==> src/rtl/kcpi_pkg.sv <==
// Shared types and constants for the keyframe camera path interpolator.
// No dependencies.
package kcpi_pkg;

	localparam int unsigned VAL_W = 32;

	typedef enum logic [1:0] {
		MODE_KEY  = 2'd0,
		MODE_REF  = 2'd1,
		MODE_TICK = 2'd2,
		MODE_NONE = 2'd3
	} mode_t;

	typedef enum logic [1:0] {
		ST_RUN    = 2'd0,
		ST_SCENE  = 2'd1,
		ST_SWITCH = 2'd2,
		ST_HOLD   = 2'd3
	} path_status_t;

	localparam logic [1:0] CFG_COUNT  = 2'd0;
	localparam logic [1:0] CFG_SCENE  = 2'd1;
	localparam logic [1:0] CFG_NEXT   = 2'd2;

	typedef enum logic [3:0] {
		S_IDLE,
		S_LOAD,
		S_ADD,
		S_END,
		S_SEARCH,
		S_DIV,
		S_LERP,
		S_MAP,
		S_OUT
	} state_t;

	typedef struct packed {
		logic load_key;
		logic load_ref;
		logic add_time;
		logic end_check;
		logic search_step;
		logic div_start;
		logic div_step;
		logic lerp_step;
		logic map_step;
		logic emit;
	} cmd_t;

	typedef struct packed {
		logic at_end;
		logic search_done;
		logic div_done;
		logic lerp_done;
		logic map_done;
		logic ref_present;
	} sts_t;

	function automatic logic signed [31:0] sat32(input logic signed [65:0] x);
		logic signed [65:0] hi;
		logic signed [65:0] lo;
		hi = 66'sd2147483647;
		lo = -66'sd2147483648;
		if (x > hi) begin
			sat32 = 32'sh7fffffff;
		end else if (x < lo) begin
			sat32 = 32'sh80000000;
		end else begin
			sat32 = x[31:0];
		end
	endfunction

endpackage

==> src/rtl/kcpi_ctrl.sv <==
// Controller state machine of the keyframe camera path interpolator.
// Depends on kcpi_pkg.
module kcpi_ctrl (
	input  logic              clk,
	input  logic              arst_n,
	input  logic              in_fire,
	input  logic [1:0]        in_mode,
	input  logic              out_free,
	input  kcpi_pkg::sts_t    sts,
	output kcpi_pkg::cmd_t    cmd,
	output logic              busy
);
	import kcpi_pkg::*;

	state_t state_q, state_d;
	logic [1:0] mode_q;

	always_ff @(posedge clk or negedge arst_n) begin
		if (!arst_n) begin
			state_q <= S_IDLE;
			mode_q <= 2'd0;
		end else begin
			state_q <= state_d;
			if (in_fire) begin
				mode_q <= in_mode;
			end
		end
	end

	always_comb begin
		state_d = state_q;
		cmd = '0;
		busy = 1'b1;
		unique case (state_q)
			S_IDLE: begin
				busy = 1'b0;
				if (in_fire) begin
					state_d = S_LOAD;
				end
			end
			S_LOAD: begin
				unique case (mode_t'(mode_q))
					MODE_KEY: begin
						cmd.load_key = 1'b1;
						state_d = S_IDLE;
					end
					MODE_REF: begin
						cmd.load_ref = 1'b1;
						state_d = S_IDLE;
					end
					MODE_TICK: begin
						cmd.add_time = 1'b1;
						state_d = S_ADD;
					end
					default: state_d = S_IDLE;
				endcase
			end
			S_ADD: begin
				state_d = S_END;
			end
			S_END: begin
				if (sts.at_end) begin
					if (out_free) begin
						cmd.end_check = 1'b1;
						state_d = S_IDLE;
					end
				end else begin
					state_d = S_SEARCH;
				end
			end
			S_SEARCH: begin
				if (sts.search_done) begin
					cmd.div_start = 1'b1;
					state_d = S_DIV;
				end else begin
					cmd.search_step = 1'b1;
				end
			end
			S_DIV: begin
				if (sts.div_done) begin
					state_d = S_LERP;
				end else begin
					cmd.div_step = 1'b1;
				end
			end
			S_LERP: begin
				if (sts.lerp_done) begin
					state_d = sts.ref_present ? S_MAP : S_OUT;
				end else begin
					cmd.lerp_step = 1'b1;
				end
			end
			S_MAP: begin
				if (sts.map_done) begin
					state_d = S_OUT;
				end else begin
					cmd.map_step = 1'b1;
				end
			end
			S_OUT: begin
				if (out_free) begin
					cmd.emit = 1'b1;
					state_d = S_IDLE;
				end
			end
			default: state_d = S_IDLE;
		endcase
	end
endmodule

==> config.mk <==
export PLATFORM = sky130hd
export DESIGN_NAME = kcpi_ctrl
export DESIGN_NICKNAME = d
export VERILOG_FILES = /design/src/rtl/kcpi_pkg.sv /design/src/rtl/kcpi_ctrl.sv
export SDC_FILE = /design/constraint.sdc
export NUM_CORES = 1
export LEC_CHECK = 0
export BUFFER_PORTS_ARGS = -buffer_cell sky130_fd_sc_hd__clkbuf_2
export CORE_AREA = 3 3 41 43
export DETAILED_ROUTE_END_ITERATION = 10
export DIE_AREA = 0 0 44 46
export GPL_TIMING_DRIVEN = 0
export PLACE_DENSITY = 0.64
export SYNTH_ARGS = -nofsm -noshare
export SYNTH_HDL_FRONTEND = slang
export SYNTH_SLANG_ARGS = --single-unit
==> constraint.sdc <==
create_clock -name clk -period 1.4 [get_ports clk]
set_input_delay 0.14 -clock clk [delete_from_list [all_inputs] [get_ports clk]]
set_output_delay 0.14 -clock clk [all_outputs]
set_load 0.005 [all_outputs]
# Yosys cells after proc, flatten, opt, wreduce, memory -nomap -nowiden
# Index checks and enable logic that the tools add are counted.
[word_totals]
register_bits = 6
input_bits = 12
out_inout_bits = 11
wordCells = 48
[classes]
eq_ne = 15
mux = 28
n_reduce_logical = 3
[op_table]
columns = ["op", "n"]
rows = [
  ["one-hot mux 4 bit (9 select lines)", 1],
  ["2-to-1 mux 4 bit", 8],
  ["equality test 4 x 3 -> 1 bit, second input constant", 4],
  ["2-to-1 mux 1 bit", 16],
  ["!= test 2 bit, second input constant", 5],
  ["equality test 4 x 2 -> 1 bit, second input constant", 2],
  ["AND reduction 5 bit", 1],
  ["equality test 4 x 1 -> 1 bit, second input constant", 1],
  ["equality test 4 bit, second input constant", 1],
  ["logical NOT 4 bit", 1],
  ["2-to-1 mux 2 bit", 2],
  ["2-to-1 mux 3 bit", 1],
  ["equality test 2 x 1 -> 1 bit, second input constant", 1],
  ["equality test 2 bit, second input constant", 1],
  ["logical NOT 2 bit", 1],
]

# Longest topological paths before layout
[depth]
ltp_word = 3
ltp_mapped = 5
depth_no_buf = 4

# Least setup slack after synthesis
# OpenSTA, ideal clock, no wires.
[synth_timing]
path_kind = "reg2reg"
startpoint = "register state_q[2]"
endpoint = "register state_q[2]"
setup_time_ns = 0.092
t_arrival_ns = 1.299
t_required_ns = 1.308
slack_ns = 0.010
path_stages_with_launch = 6
path_buffers = 1
period_less_slack_ns = 1.390
cell_sequence = "dfrtp_1 -> buf_4 -> nor3_1 -> mux2i_1 -> nand2_2 -> o31ai_2"
[synth_between]
elab_chain_len = 3
elab_cells_between_ends = 18
cone_classes = "eq/ne (13); mux (3); reduce/logical (2)"
[synth_lines]
columns = ["item", "line", "text"]
rows = [
  ["start: declaration", "kcpi_ctrl.sv:15", "state_t state_q, state_d;"],
  ["start signal: assignment", "kcpi_ctrl.sv:23", "state_q <= state_d;"],
  ["equality test 4 x 3 -> 1 bit, or another cell as far along", "kcpi_ctrl.sv:34", "unique case (state_q)"],
  ["!= test 2 bit (no line) or 2-to-1 mux 4 bit (tied branches)", "--", ""],
  ["AND reduction 5 bit (no line) or one-hot mux 4 bit (9 select lines) (tied branches)", "--", ""],
]
# Several ways; a longest one is shown, not always the timed one.
# A chain may end at the register's enable or synchronous reset.

# Worst setup path in the final report
[layout_timing]
startpoint = "register state_q[1]"
endpoint = "output busy"
[layout_between]
elab_chain_len = 2
[layout_lines]
columns = ["item", "line", "text"]
rows = [
  ["logical NOT 4 bit", "kcpi_ctrl.sv:34", ""],
  ["2-to-1 mux 1 bit", "kcpi_ctrl.sv:34", ""],
  ["end: declaration", "kcpi_ctrl.sv:11", "output logic busy"],
]
# No other way between the ends.

==> results by group <==
Clock network
  – Num CTS Buffers: 3
  – Longest Clk Path Bufs: 2
  – Clk Latency, worst-skew pair: about 0.24 ns
  – CTS tree: done
  – CTS H-Tree Depth: 1
  – Reg clk slew, reported paths: ~0.040 ns
  – CTS sink cnt: 6
  – Clock root buffer master: clkbuf_4

Global routing
  – Total Routing Usage GR: between 10% and 20%
  – Largest net degree at the start of global routing: 11
  – Number of antenna violations at the first check in global routing: 0
  – Gr ovfl total: 0
  – First-pass GRT wire length: around 2100 um
  – Number of global-route vias before repair: ~520

Floorplan
  – Die Wd: ~44 um
  – Die ar.: approximately 2000 um2
  – # IOs: 23
  – Starting Density: a little under two fifths
  – Core area: around 1300 um2
  – FP Rows: 13
  – Die Height: approximately 46 um

Drt
  – Post-detailed-routing wire length: approximately 1400 um
  – WL met2: about 700 um
  – Metal-1 WL: just under 600 um
  – Met3 wire len: ~95 um
  – DRT antenna net count: 0
  – DR iter-0 viols: 13
  – DRC: 0
  – Total vias in the final route: between 500 and 600
  – Highest routed layer: met3
  – Vias per Instance: 5.17
  – Wire length per cell: ~13 um
  – Pre-antenna DRT Iters: 4

Critical path
  – CP required: roughly 1.3 ns
  – Slowest CP cell: dfrtp_1
  – Crit-path cells: buf_6 > nor3_4 > or2b_1 > clkbuf_2
  – R2R Path Start: state_q[0]$_DFFE_PN0P_
  – Setup CP Type: register to output pin
  – Worst EP arrival: about 1.3 ns
  – Critical Path Max Stage Delay: roughly 0.36 ns
  – Crit. End Element: output pin
  – Worst setup startpoint: state_q[1]$_DFFE_PN0P_
  – Crit path max fanout: 6
  – CP Launch Type: register
  – Cell family with most CP delay: simple AND/OR/NAND/NOR gates
  – WP buf/inv: 2

Synth
  – Distinct cell type count after synthesis: 28
  – Mapped Nets: a little over 70
  – Synth Register Bits: 6
  – Mapped cell area: between 500 and 600 um2
  – Avg Cell Area, Syn: 8.45 um2
  – Cell count after synthesis: 60
  – Seq/Total Area, Yosys: ~30%
  – Synth warn: 0

Placed design
  – RePlAce Congestion: 0.795
  – Placed cell count: 97
  – Port Buffers: 22
  – DP HPWL: 959 um

Flow run
  – Max-Cap Viols: 0

STA
  – Fmax: 0.699 GHz
  – Final setup margin: -0.0314 ns
  – Slew headroom: around 79%
  – TNS Setup: -0.102 ns
  – Tcrit/Tclk final: 102%
  – RSZ-0062 raised after global routing: yes
  – Post-layout min period: 1.43 ns
  – Hold slack: around 0.13 ns
  – Worst Tran Pin Value: just over 0.3 ns
  – Final setup fails: 6
  – Clock skew: approximately 0.0014 ns
  – Hold Fails Final Rpt: 0
  – Max Slew Vio Count: 0

Finish
  – Antenna fix cells: 0
  – Final nets: 108
  – Layout area overhead: 63.5%
  – Layout cell share with drive strength beyond 1: 58.5%
  – Multi-input gate area: between 300 and 400 um2
  – Register Area: ~150 um2
  – Final cell count without fillers: around 110
  – Filler cell count in the final layout: roughly 130

Outcome
  – Status: finished, violations left
  – Failing checks: setup timing

Power and ir drop
  – Static Leakage: about 0.00042 uW
  – Worst ir drop on vdd: roughly 960 uV
  – Cell Pwr Density: roughly 1800 nW/um2

Worst hold path
  – Min-delay src: in_mode[0]
  – Worst hold path class: input port to register
through the flow:
step / setup slack, ns / util, % / total power [uW] / instance area (um2)
2_1_floorplan: 0.00965 / - / 811 / 507
3_3_place_gp: -0.127 / 47.7 / 977 / 636
3_5_place_dp: -0.150 / 47.7 / 985 / 636
4_1_cts: -0.0312 / 58.4 / 1360 / 779
5_1_grt: -0.105 / 62.1 / 1600 / 828
6_report: -0.0314 / 62.1 / 1480 / 828
path summary, 6_finish.rpt:
kind / slack [ns] / endpoint / cells after the start
worst max-delay path: -0.03 / busy / 4
worst min-delay path: 0.13 / mode_q[0]$_DFFE_PN0P_ / 2
worst max register to register: -0.01 / state_q[2]$_DFFE_PN0P_ / 5
worst min register to register: 0.58 / mode_q[0]$_DFFE_PN0P_ / 1
max in group asynchronous: 0.98 / state_q[0]$_DFFE_PN0P_ / 2
min in group asynchronous: 0.26 / mode_q[0]$_DFFE_PN0P_ / 2
cells in the final DEF (no fill, tap or decap), types with 2 or more instances in the layout:
cell | synthesis | routed
clkbuf_2 | 0 | 16
buf_4 | 1 | 8
buf_2 | 2 | 6
nor3_2 | 0 | 5
dfrtp_1 | 6 | 5
buf_6 | 1 | 4
nand2_1 | 5 | 4
inv_1 | 3 | 3
mux2i_1 | 3 | 3
nor2_1 | 4 | 3
a21oi_1 | 3 | 3
clkbuf_4 | 0 | 3
nor2b_1 | 3 | 2
and3_1 | 2 | 2
nand2_2 | 1 | 2
nand2b_1 | 2 | 2
mux2_2 | 2 | 2
flip-flops by register name, summed over array words and instances, names as in the netlist:
| name | flops |
|---|---|
| mode_q | 2 |
| state_q | 4 |
cell type report:
type / instances / area share, %
inverter: 3 / 1.36
sequential: 6 / 18.3
tap: 15 / 2.27
multi-input combinational: 47 / 48.2
clock buffer: 3 / 2.72
buffer: 4 / 5.44
timing repair buffer: 31 / 21.8
where the power goes:
part	total (uW)	internal [uW]	switching, uW
registers	271	229	42.4
clock network	157	96.8	59.7
logic	1050	518	531
total	1480	844	633
repair_timing:
action                                 CTS  global route
hold buffers                             1             0
gates resized for setup                 17            13
buffers inserted                         5             3
setup endpoints to repair               15            14
endpoints found under the hold margin    6             0
pin swaps                                4             5
worst register-to-register path: stages, from the launching register on:
cell	delay [ns]
dfrtp_2	0.43
buf_4	0.14
mux2i_1	0.15
a22oi_4	0.24
nand2_2	0.10
o31ai_2	0.25
cells by family (layout without fill, tap and decap cells):
| group | Yosys count | in the layout | synth area share (%) |
|---|---|---|---|
| AND/OR/NAND/NOR | 31 | 31 | 33.3 |
| buffers and inverters | 7 | 41 | 7.90 |
| flip-flops | 6 | 6 | 29.6 |
| multiplexers | 5 | 5 | 10.4 |
| AO/OA/AOI/OAI | 11 | 11 | 18.8 |
layer usage:
metal / vias to the layer above / GRT usage [%]
met3: 0 / 3.95
met2: 20 / 26.2
met5: - / 0
met1: 257 / 16.2
li1: 286 / -
met4: 0 / 3.61
synth_stat cells (all sizes together):
master,instances,area [um2]
a21oi,3,15.0
a22o,1,8.76
a22oi,2,28.8
a41oi,1,8.76
and3,2,12.5
and3b,1,8.76
buf,4,28.8
dfrtp,6,150
inv,3,11.3
mux2,2,22.5
mux2i,3,30.0
nand2,6,25.0
nand2b,2,12.5
nand3,2,10.0
nand4b,1,8.76
nor2,4,15.0
nor2b,3,18.8
nor3,7,35.0
nor3b,2,15.0
o211a,1,10.0
o21ai,1,5.00
o22ai,1,6.26
o31ai,1,12.5
or2b,1,7.51
Note: power is estimated with default switching activity, not from simulation.
